===== config.mk =====
export PLATFORM = sky130hd
export DESIGN_NAME = aed_ctrl
export DESIGN_NICKNAME = d
export VERILOG_FILES = /design/src/aed_pkg.sv /design/src/aed_ctrl.sv
export SDC_FILE = /design/constraint.sdc
export NUM_CORES = 1
export LEC_CHECK = 0
export ABC_AREA = 1
export BUFFER_PORTS_ARGS = -buffer_cell sky130_fd_sc_hd__clkbuf_2
export CAP_MARGIN = 0
export CORE_AREA = 2 2 39 41
export CTS_CLUSTER_DIAMETER = 80
export DETAILED_ROUTE_END_ITERATION = 16
export DIE_AREA = 0 0 41 43
export PLACE_DENSITY = 0.34
export SLEW_MARGIN = 10
export SYNTH_ARGS = -nofsm -noshare
export SYNTH_HDL_FRONTEND = slang
export SYNTH_SLANG_ARGS = --single-unit

===== constraint.sdc =====
create_clock -name clk -period 1.34 [get_ports clk]
set_input_delay 0.268 -clock clk [delete_from_list [all_inputs] [get_ports clk]]
set_output_delay 0.268 -clock clk [all_outputs]
set_load 0.02 [all_outputs]

===== src/aed_pkg.sv =====
// Shared types and constants for the audio echo / distortion effect core.
// No dependencies; compiled first.
package aed_pkg;

  localparam int SAMPLE_W    = 16;
  localparam int STORE_DEPTH = 16384;
  localparam int PTR_W       = $clog2(STORE_DEPTH);
  localparam int CNT_W       = PTR_W + 1;
  localparam int DLY_W       = 15;
  localparam int EFF_W       = (CNT_W > DLY_W) ? CNT_W : DLY_W;
  localparam int FB_W        = 9;
  localparam int FB_ONE      = 256;
  localparam int PROD_W      = 33;
  localparam int ACC_W       = 25;
  localparam int Q_W         = 42;
  localparam int CFG_IDX_W   = 3;
  localparam int CFG_DATA_W  = 16;

  localparam logic [1:0] MODE_IDENT = 2'd0;
  localparam logic [1:0] MODE_DIST  = 2'd1;
  localparam logic [1:0] MODE_ECHO  = 2'd2;

  typedef enum logic [CFG_IDX_W-1:0] {
    REG_MODE     = 3'd0,
    REG_GAIN     = 3'd1,
    REG_CLIP     = 3'd2,
    REG_VOLUME   = 3'd3,
    REG_FEEDBACK = 3'd4,
    REG_DELAY    = 3'd5
  } reg_idx_t;

  typedef struct packed {
    logic [1:0]       mode;
    logic [15:0]      gain;
    logic [15:0]      clip_level;
    logic [15:0]      volume;
    logic [FB_W-1:0]  feedback;
    logic [DLY_W-1:0] delay_length;
  } cfg_t;

  localparam cfg_t CFG_RST = '{
    mode:         MODE_IDENT,
    gain:         16'd128,
    clip_level:   16'd32768,
    volume:       16'd256,
    feedback:     9'd128,
    delay_length: 15'd9600
  };

  typedef enum logic [2:0] {
    ST_IDLE,
    ST_MUL1,
    ST_MUL2,
    ST_MUL3,
    ST_DONE
  } state_t;

  typedef struct packed {
    logic load;
    logic mul1;
    logic mul2;
    logic mul3;
    logic finish;
  } cmd_t;

endpackage


===== src/aed_ctrl.sv =====
// Sequencer: steps one item through the multiply stages.
// Depends on aed_pkg.
module aed_ctrl (
  input  logic          clk,
  input  logic          rst_n,
  input  logic          in_valid,
  input  logic          out_free,
  output logic          in_ready,
  output aed_pkg::cmd_t cmd
);
  import aed_pkg::*;

  state_t state_r, state_nxt;

  always_ff @(posedge clk) begin
    if (!rst_n) begin
      state_r <= ST_IDLE;
    end else begin
      state_r <= state_nxt;
    end
  end

  always_comb begin
    state_nxt = state_r;
    cmd       = '0;
    in_ready  = 1'b0;
    unique case (state_r)
      ST_IDLE: begin
        in_ready = 1'b1;
        if (in_valid) begin
          cmd.load  = 1'b1;
          state_nxt = ST_MUL1;
        end
      end
      ST_MUL1: begin
        cmd.mul1  = 1'b1;
        state_nxt = ST_MUL2;
      end
      ST_MUL2: begin
        cmd.mul2  = 1'b1;
        state_nxt = ST_MUL3;
      end
      ST_MUL3: begin
        cmd.mul3  = 1'b1;
        state_nxt = ST_DONE;
      end
      ST_DONE: begin
        if (out_free) begin
          cmd.finish = 1'b1;
          state_nxt  = ST_IDLE;
        end
      end
      default: state_nxt = ST_IDLE;
    endcase
  end

endmodule


# After elaboration in Yosys (flattened, before gate mapping)
# Cells that the tools add are included.
dict set report classes {
  eq_ne 6
  n_reduce_logical 2
  n_mux 11
}
# cell count
set ops {}
lappend ops {{one-hot mux 3 bit (5 select lines)} 1}
lappend ops {{two-way mux 1 bit} 8}
lappend ops {{== test 3 x 2 -> 1 bit, second input constant} 2}
lappend ops {{two-way mux 3 bit} 2}
lappend ops {{!= test 2 bit, second input constant} 2}
lappend ops {{== test 3 x 1 -> 1 bit, second input constant} 1}
lappend ops {{== test 3 bit, second input constant} 1}
lappend ops {{zero test 3 bit} 1}
lappend ops {{AND reduction 2 bit} 1}
dict set report totals {
  elab_cells 20
  out_inout_bits 6
  inputBits 4
  reg_bits 3
}

# Depth between registers and ports, before layout
dict set report depth {
  word_depth 3
  depth_mapped 4
  mapped_depth_nobuf 4
}

# Worst setup path before layout
# Ideal clock, no wire load.
dict set report synth_timing {
  path_type {register to output}
  from {reg state_r[0]}
  to {out cmd[4] (netlist name)}
  t_arrival_ns 0.852
  slack_ns 0.220
  stages_incl_launch_ff 4
  t_required_ns 1.072
  path_buffers 0
  cell_sequence {dfxtp_1 -> nor2_2 -> nand2_1 -> nor2_1}
}
# item line
set synth_lines {}
lappend synth_lines {{start, declared} aed_ctrl.sv:13} ;# state_t state_r, state_nxt;
lappend synth_lines {{start signal, assigned} aed_ctrl.sv:19} ;# state_r <= state_nxt;
lappend synth_lines {{end, declared} aed_ctrl.sv:9} ;# output aed_pkg::cmd_t cmd

==> impl_metrics.yaml <==
synthesis:
  synth-compound-area-share_pct: 7.75
  synth_cells: 29
  synth_top_family_by_area: "simple AND/OR/NAND/NOR gates"
  synth_adder_area_share_pct: 0
  ys_warn_count: 0
  yosys.area.top_type_share_pct: 33.8
  ys_ff_latch: 3
  ys_seq_area_share_pct: 33.8
  syn_area_per_cell_sq_um: 6.13
  synth-simple-area-share_pct: 35.2
  synth_area_leaders: "dfxtp_1, inv_1, nand3_1, nand2_1, nor2_1"
  synth_area_leader_cell: "dfxtp_1"
  synth-xor-area-share_pct: 0
  synthMuxAreaShare_pct: 0
  yosysUniqueCellTypes: 10
  syn_area_sq_um: 178
  synthesis.nets: 33
global_routing:
  grt_pass1_vias: 148
  grt_pass1_wl_um: 586
  grt_max_degree: 5
  grt_usage_pct: 5.71
  antenna_found_initial: 0
  overflow: 0
setup_path:
  arrival_ns: 1.03
  critPathMaxFanout: 4
  r2r_end: "state_r[0]"
  worstSetupStartpointType: "register"
  required_ns: 1.07
  r2r-start: "state_r[0]"
  path_class: "register to output port"
  ff2ff_path_depth: 4
  ff2ff_setup_slack_ns: 0.51
  crit_path_end_kind: "output port"
placed_design:
  place_ws_ns: 0.207
  gp_congestion: 0.654
  dp_hpwl_um: 302
  portBuffers: 9
routing:
  wl_met2_um: 188
  drt_iter0_drc: 1
  routedWlPerCell_um: 7.24
  dr.pass1.iters: 2
  num_vias: 196
  via_per_inst: 3.38
  drtAntennaViolNets: 0
  top_layer: "met3"
  routed_wirelength_um: 420
  wl_met1_um: 185
  dr_wl_met3_um: 46
  drc: 0
timing:
  final_max_slew_viol_count: 0
  hold_violations: 0
  period_needed_ns: 1.30
  slew_headroom_pct: 91.2
  worst_pin_slew_ns: 0.132
  setup_viol: 0
  period_share_pct: 96.7
  setup_ws_ns: 0.0436
  fmax_mhz: 771
  clock-skew-final_ns: 0.000915
  grt_setup_unrepaired: "yes"
run_status:
  status: "finished clean"
floorplan:
  dieArea_sq_um: 1760
  io_pins: 10
  core_sq_um: 1380
  core.rowCount: 14
  die_h_um: 43
  die_x_um: 41
  start_util_pct: 12.8
job:
  cap_violations: 0
layout:
  diodes: 0
  drive_gt1_share_pct: 52.4
  regMostFlops: "state_r"
  seqCellArea_sq_um: 63.8
  fin_nets: 47
  largest_reg_flops: 3
  reg.largest.list: "state_r (3)"
  areaGrowthSynthToFinish_pct: 63.4
  fillerInstances: 161
  multi_input_area_sq_um: 88.8
worst_hold_path:
  hold_path.class: "primary input to register"
  min_path_cells: 3
  min_from: "rst_n"
  whs_endpoint: "state_r[0]"
clock_network:
  clk_latency_ns: 0.23
  clockRootBuffer: "clkbuf_4"
  cts_tree: "built"
  clkSlewWorstSetupHoldPaths_ns: 0.03
  hold_buffers: 0
  cts-buffers-inserted: 3
  cts_sinks: 3
  cts.path.max_buffers: 2
  htree_levels: 1
power:
  p_leak_nw: 0.171
  powerDensity_nw_per_um2: 1370
  max-vdd-ir-drop_v: 0.000427
  finalPower_mw: 0.398
==> cell type report <==
type                    instances  area share [%]
well taps                      16            6.90
clock buffers                   4            9.05
inverters                       9            11.6
repair buffers                 10            19.8
flip-flops and latches          3            22.0
multi-input cells              16            30.6
==> critical path: stages (launching register included) <==
cell      delay [ns]
dfxtp_2         0.34
nor2_1          0.14
nand2_1         0.06
nor2_1          0.08
clkbuf_2        0.17
==> worst max-delay path by stage <==
stage / from / end / slack, ns / depth (start not counted)
3_3_place_gp: state_r[0] / cmd[4] / 0.20 / 4
2_1_floorplan: state_r[0] / cmd[4] / 0.22 / 3
6_report: state_r[0] / cmd[0] / 0.04 / 4
4_1_cts: state_r[0] / cmd[4] / 0.01 / 4
3_5_place_dp: state_r[0] / cmd[4] / 0.21 / 4
5_1_grt: state_r[0] / cmd[0] / -0.03 / 4
==> timing repair <==
| item | CTS | global route |
|---|---|---|
| resized for setup | 3 | 8 |
| setup buffers | 1 | 0 |
| pin swaps | 1 | 1 |
| setup endpoints to repair | 2 | 4 |
==> through the flow <==
stage | hold WS (ns) | instance area, sq um | util [%] | cells | setup TNS (ns)
after CTS | 0.267 | 278 | 20.1 | 58 | 0
after floorplan | 0.393 | 178 | - | 29 | 0
after global routing | 0.263 | 290 | 21.0 | 58 | -0.0500
final | 0.264 | 290 | 21.0 | 58 | 0
after global placement | 0.511 | 235 | 17.0 | 53 | 0
after detailed placement | 0.518 | 235 | 17.0 | 53 | 0
==> per-layer routing <==
layer,track usage (%),vias to the layer above
li1,-,108
met3,7.85,0
met1,6.71,80
met4,2.00,0
met2,5.63,8
met5,0,-
==> cell usage after synthesis (all sizes together) <==
cell type / instances
nand2: 5
buf: 1
inv: 9
a21oi: 2
nand3: 4
nor2: 5
dfxtp: 3
==> power by group <==
part	leakage, nW	internal [mW]	switching, mW
clock	0.0150	0.112	0.0461
combinational	0.130	0.0518	0.0735
sequential	0.0258	0.101	0.0136
==> cell families after synthesis <==
| logic type | count (synthesis) |
|---|---|
| buf+inv | 10 |
| flops | 3 |
| compound gates | 2 |
| simple gates | 14 |
==> cells in the final DEF (no fill, tap or decap), drive strengths merged <==
| master | synthesis | routed |
|---|---|---|
| clkbuf | 0 | 11 |
| inv | 9 | 9 |
| nor2 | 5 | 5 |
| nand2 | 5 | 5 |
| nand3 | 4 | 4 |
| buf | 1 | 3 |
| dfxtp | 3 | 3 |
| a21oi | 2 | 2 |
Note: power is estimated with default switching activity, not from simulation.
