`config.mk`:
```
export PLATFORM = sky130hd
export DESIGN_NAME = aed_cfg_regs
export DESIGN_NICKNAME = d
export VERILOG_FILES = /design/src/aed_pkg.sv /design/src/aed_cfg_regs.sv
export SDC_FILE = /design/constraint.sdc
export NUM_CORES = 1
export LEC_CHECK = 0
export ABC_AREA = 1
export BUFFER_PORTS_ARGS = -buffer_cell sky130_fd_sc_hd__buf_2
export CELL_PAD_IN_SITES_DETAIL_PLACEMENT = 0
export CELL_PAD_IN_SITES_GLOBAL_PLACEMENT = 1
export CORE_ASPECT_RATIO = 0.6
export CORE_MARGIN = 1.5
export CORE_UTILIZATION = 31
export DETAILED_ROUTE_END_ITERATION = 12
export GPL_TIMING_DRIVEN = 1
export PLACE_DENSITY_LB_ADDON = 0.05
export RECOVER_POWER = 50
export SYNTH_ARGS = -nofsm -noshare
export SYNTH_HDL_FRONTEND = slang
export SYNTH_SLANG_ARGS = --single-unit
```
`constraint.sdc`:
```
create_clock -name clk -period 1.07 [get_ports clk]
set_clock_uncertainty 0.15 [all_clocks]
set_input_delay 0 -clock clk [delete_from_list [all_inputs] [get_ports clk]]
set_output_delay 0 -clock clk [all_outputs]
set_load 0.005 [all_outputs]
```
`src/aed_pkg.sv`:
```
// Shared types and constants for the audio echo / distortion effect core.
// No dependencies; compiled first.
package aed_pkg;

  localparam int SAMPLE_W    = 16;
  localparam int STORE_DEPTH = 16384;
  localparam int PTR_W       = $clog2(STORE_DEPTH);
  localparam int CNT_W       = PTR_W + 1;
  localparam int DLY_W       = 15;
  localparam int EFF_W       = (CNT_W > DLY_W) ? CNT_W : DLY_W;
  localparam int FB_W        = 9;
  localparam int FB_ONE      = 256;
  localparam int PROD_W      = 33;
  localparam int ACC_W       = 25;
  localparam int Q_W         = 42;
  localparam int CFG_IDX_W   = 3;
  localparam int CFG_DATA_W  = 16;

  localparam logic [1:0] MODE_IDENT = 2'd0;
  localparam logic [1:0] MODE_DIST  = 2'd1;
  localparam logic [1:0] MODE_ECHO  = 2'd2;

  typedef enum logic [CFG_IDX_W-1:0] {
    REG_MODE     = 3'd0,
    REG_GAIN     = 3'd1,
    REG_CLIP     = 3'd2,
    REG_VOLUME   = 3'd3,
    REG_FEEDBACK = 3'd4,
    REG_DELAY    = 3'd5
  } reg_idx_t;

  typedef struct packed {
    logic [1:0]       mode;
    logic [15:0]      gain;
    logic [15:0]      clip_level;
    logic [15:0]      volume;
    logic [FB_W-1:0]  feedback;
    logic [DLY_W-1:0] delay_length;
  } cfg_t;

  localparam cfg_t CFG_RST = '{
    mode:         MODE_IDENT,
    gain:         16'd128,
    clip_level:   16'd32768,
    volume:       16'd256,
    feedback:     9'd128,
    delay_length: 15'd9600
  };

  typedef enum logic [2:0] {
    ST_IDLE,
    ST_MUL1,
    ST_MUL2,
    ST_MUL3,
    ST_DONE
  } state_t;

  typedef struct packed {
    logic load;
    logic mul1;
    logic mul2;
    logic mul3;
    logic finish;
  } cmd_t;

endpackage

```
`src/aed_cfg_regs.sv`:
```
// Configuration register file; a valid write also restarts the echo fill.
// Depends on aed_pkg.
module aed_cfg_regs (
  input  logic                           clk,
  input  logic                           rst_n,
  input  logic                           cfg_we,
  input  logic [aed_pkg::CFG_IDX_W-1:0]  cfg_idx,
  input  logic [aed_pkg::CFG_DATA_W-1:0] cfg_wdata,
  output aed_pkg::cfg_t                  cfg,
  output logic                           cfg_clear
);
  import aed_pkg::*;

  cfg_t cfg_r, cfg_nxt;
  logic hit;

  always_comb begin
    cfg_nxt = cfg_r;
    hit     = 1'b0;
    if (cfg_we) begin
      hit = 1'b1;
      unique case (cfg_idx)
        REG_MODE:     cfg_nxt.mode         = cfg_wdata[1:0];
        REG_GAIN:     cfg_nxt.gain         = cfg_wdata;
        REG_CLIP:     cfg_nxt.clip_level   = cfg_wdata;
        REG_VOLUME:   cfg_nxt.volume       = cfg_wdata;
        REG_FEEDBACK: cfg_nxt.feedback     = cfg_wdata[FB_W-1:0];
        REG_DELAY:    cfg_nxt.delay_length = cfg_wdata[DLY_W-1:0];
        default:      hit                  = 1'b0;
      endcase
    end
  end

  always_ff @(posedge clk) begin
    if (!rst_n) begin
      cfg_r <= CFG_RST;
    end else begin
      cfg_r <= cfg_nxt;
    end
  end

  assign cfg       = cfg_r;
  assign cfg_clear = hit;

endmodule

```
# After elaboration in Yosys (flattened, before gate mapping)
# Cells that the tools add are included.
# totals
memories,0
regBits,74
mem_bits_ro,0
out_inout_bits,75
mem_bits_rw,0
latch_bits,0
# op_classes
div_mod_pow,0
n_mul,0
n_eq_ne,5
bitwise_logic,0
mux,2
n_reduce_logical,8
shifts,0
add_sub_neg,0
order_cmp,0
# op_table
cell,count
AND reduction 2 bit,6
equality test 3 x 2 -> 1 bit (second input constant),2
equality test 3 bit (second input constant),2
OR reduction 6 bit,1
equality test 3 x 1 -> 1 bit (second input constant),1
zero test 3 bit,1
2-to-1 mux 1 bit,2

# Logic depth before layout (Yosys ltp)
# depth
depth_word,4
mapped_depth,7
ltp_nobuf,5

# Worst setup path after synthesis
# OpenSTA, ideal clock, no wires.
# synth_path
kind,input to register
start,input port cfg_idx[1] (netlist name)
end,register cfg_r (netlist bit cfg[55])
setup_time_ps,130
n_path_buf,2
path_slack_ps,14
t_required_ps,790
cell_stages,7
t_arrival_ps,776
cell_sequence,buf_2 > inv_2 > nor2_2 > buf_2 > nand2_1 > nand2_1 > nand3_1
# synth_between
elab_chain_len,2
# synth_rtl
item,line_no,source
start: declaration,aed_cfg_regs.sv:7,"input logic [aed_pkg::CFG_IDX_W-1:0] cfg_idx,"
equality test 3 x 2 -> 1 bit,aed_cfg_regs.sv:22,unique case (cfg_idx)
AND reduction 2 bit (no source line),-,
end signal: assignment,aed_cfg_regs.sv:38,cfg_r <= cfg_nxt;
end: declaration,aed_cfg_regs.sv:14,"cfg_t cfg_r, cfg_nxt;"
# No other way between the ends.
# A chain may end at the register's enable or synchronous reset.

==> results.toml <==
[run_status]
status = "finished clean"

[finish]
area_growth_pct = 43.3
largest_reg_flops = 74
drive_above_1_share_pct = 22.4
layout.nets = 571
antenna_cells = 0
fin_util_pct = 46.2

[clocking]
cts_tree = "built"
clk_pin_slew_ns = 0.06
root_buffer = "clkbuf_16"
h-tree-depth = 3
cts_sinks = 74
cts_inserted_buffers = 9
post_cts_buffers = 0
clk_latency_ns = 0.33
cts_buffer_depth = 2

[place]
post-dp-hpwl_um = 6450
dpl_worst_slack_ns = -0.0472
place_congestion = 0.740
portBuffers = 96

[sta]
tightest_slew_ns = 0.379
fin_crit_sh_pct = 95.0
whs_ns = 0.00384
maxSlewViolCount = 0
finalSetupViolations = 0
max_freq_mhz = 984
final_hold_viol_count = 0
min_period_ns = 1.02
max_slew_margin_pct = 74.7
setup_ws_ns = 0.0538
tns_ns = 0
rsz0062_at_grt = "no"

[grt]
track_usage_pct = 18.5
grt_pass1_wl_um = 14200
grt_pass1_vias = 2757
grt_remaining_overflow = 0
grt_max_degree = 51
antenna_found_initial = 0

[floorplanning]
die_area_um2 = 10200
initial_core_util_pct = 32.2
core_um2 = 9220
io_pins = 97
rows = 27
fp.dieW_um = 129
die_height_um = 78.8

[pwr]
power.switching_mw = 1.63
clkPwrFrac_pct = 47.0
p_int_mw = 5.27
leakagePower_nw = 2.00
p_sw_share_pct = 23.6
power.share.sequential_pct = 42.1
vdd_drop_max_uv = 729
p_per_area_nw_per_um2 = 1620
p_comb_share_pct = 10.9

[detailed_routing]
antenna_left = 0
vias = 2966
first_pass_iters = 4
drc = 0
drt_first_iter_violations = 156
wl_per_cell_um = 13.1
drt-total-wl_um = 8970
viasPerCell = 4.34

[yosys]
yosysTopAreaCell = "dfxtp_1"
synth.area.top_cells = "dfxtp_1 (50%), nor2_1 (17%), nand3_1 (12%)"
yosysSeqAreaShare_pct = 49.9
yosys.cell_count.top_type = "nor2_1"
netlist.area_leader.share_pct = 49.9
synth_area_um2 = 2970
ys.flop_type = "dfxtp_1"
yosysWarnings = 0
ys_seq_elements = 74
syn_nets = 450
synth_edf_count = 0
synth_cell_types = 14
synthCells = 428
synthArstFlopShare_pct = 0
postSynthAreaPerCell_um2 = 6.94
ys_top_cells_by_count = "nor2_1 (135), nand2_1 (89), dfxtp_1 (74), nand3_1 (74), inv_1 (19)"

[worst_setup_path]
r2r-start = "cfg[36]"
endpoint_kind = "register"
cp_slowest_cell = "dlygate4sd3_1"
critPathKind = "input port to register"
start_kind = "input port"
max_stage_delay_ns = 0.52
reg2reg_depth = 2
reg2reg_to = "cfg[36]"
crit_chain = "dlygate4sd3_1 > buf_2 > buf_12 > nand2_1 > nor2_1"
critPathArrivalTime_ns = 1.14
critPathLaunch = "rst_n"
critPathRequiredTime_ns = 1.19
ff2ff_setup_slack_ns = 0.32
crit_fanout = 50
cp-endpoint = "cfg[39]"

[hold_path]
holdPathStages = 5
hp-class = "input port to register"

[job]
maxCapViolCount = 0
==> cells by family after synthesis <==
kind of cell,share of synthesized area (%)
buffers and inverters,6.70
flip-flops,49.9
AND/OR/NAND/NOR,42.9
AO/OA/AOI/OAI,0.505
==> power groups by stage <==
stage / sequential (mW) / combinational [mW] / clock [mW]
6_report: 2.90 / 0.754 / 3.24
5_1_grt: 2.91 / 0.844 / 3.43
4_1_cts: 2.90 / 0.765 / 3.33
3_5_place_dp: 2.96 / 0.720 / 0
3_3_place_gp: 2.96 / 0.713 / 0
2_1_floorplan: 2.97 / 0.370 / 0
==> per-stage QoR <==
stage / power [mW] / std cells / instance area [um^2]
CTS: 6.99 / 683 / 4270
detailed placement: 3.68 / 652 / 3790
global route: 7.19 / 683 / 4260
finish: 6.90 / 683 / 4260
global placement: 3.68 / 652 / 3790
floorplan: 3.34 / 428 / 2970
==> worst max-delay path: cells and delay by family <==
family                 cells  cell delay [ns]
buffers and inverters      3             0.90
and+or+nand+nor            2             0.22
==> layout by cell type (no fill, tap or decap), drive strengths merged <==
cell type,Yosys,layout
a21oi,1,1
buf,16,95
bufinv,0,2
clkbuf,8,33
clkinv,0,3
clkinvlp,0,1
dfxtp,74,74
dlygate4sd3,0,16
inv,22,21
nand2,89,89
nand3,74,74
nor2,142,142
o21ai,2,2
==> repair_timing <==
action,4_1_cts,5_1_grt
setup endpoints to repair,0,2
gates resized for setup,0,5
endpoints found under the hold margin,67,0
hold buffers,16,0
==> how the worst min path moves through the flow <==
stage             startpoint   endpoint
3_3_place_gp   cfg_wdata[15]    cfg[55]
2_1_floorplan     cfg_idx[2]  cfg_clear
4_1_cts           cfg_idx[2]    cfg[39]
3_5_place_dp   cfg_wdata[13]    cfg[13]
6_report          cfg_idx[2]    cfg[39]
5_1_grt           cfg_idx[2]    cfg[39]
==> area by class of cell <==
class | instances | area [um^2]
Clock buffer | 10 | 239
Clock inverter | 5 | 78.8
Fill cell | 1019 | 4970
Inverter | 22 | 86.3
Multi-Input combinational cell | 308 | 1300
Sequential cell | 74 | 1480
Tap cell | 130 | 163
Timing Repair Buffer | 134 | 906
==> per-layer routing <==
| layer | vias up | track usage [%] | share of wire (%) |
|---|---|---|---|
| li1 | 1574 | - | - |
| met3 | 2 | 5.73 | 6.5 |
| met4 | 0 | 6.40 | 0.33 |
| met2 | 80 | 27.6 | 44 |
| met1 | 1310 | 25.2 | 49 |
| met5 | - | 0 | 0 |
No activity file was read; power rests on OpenSTA's default activity.
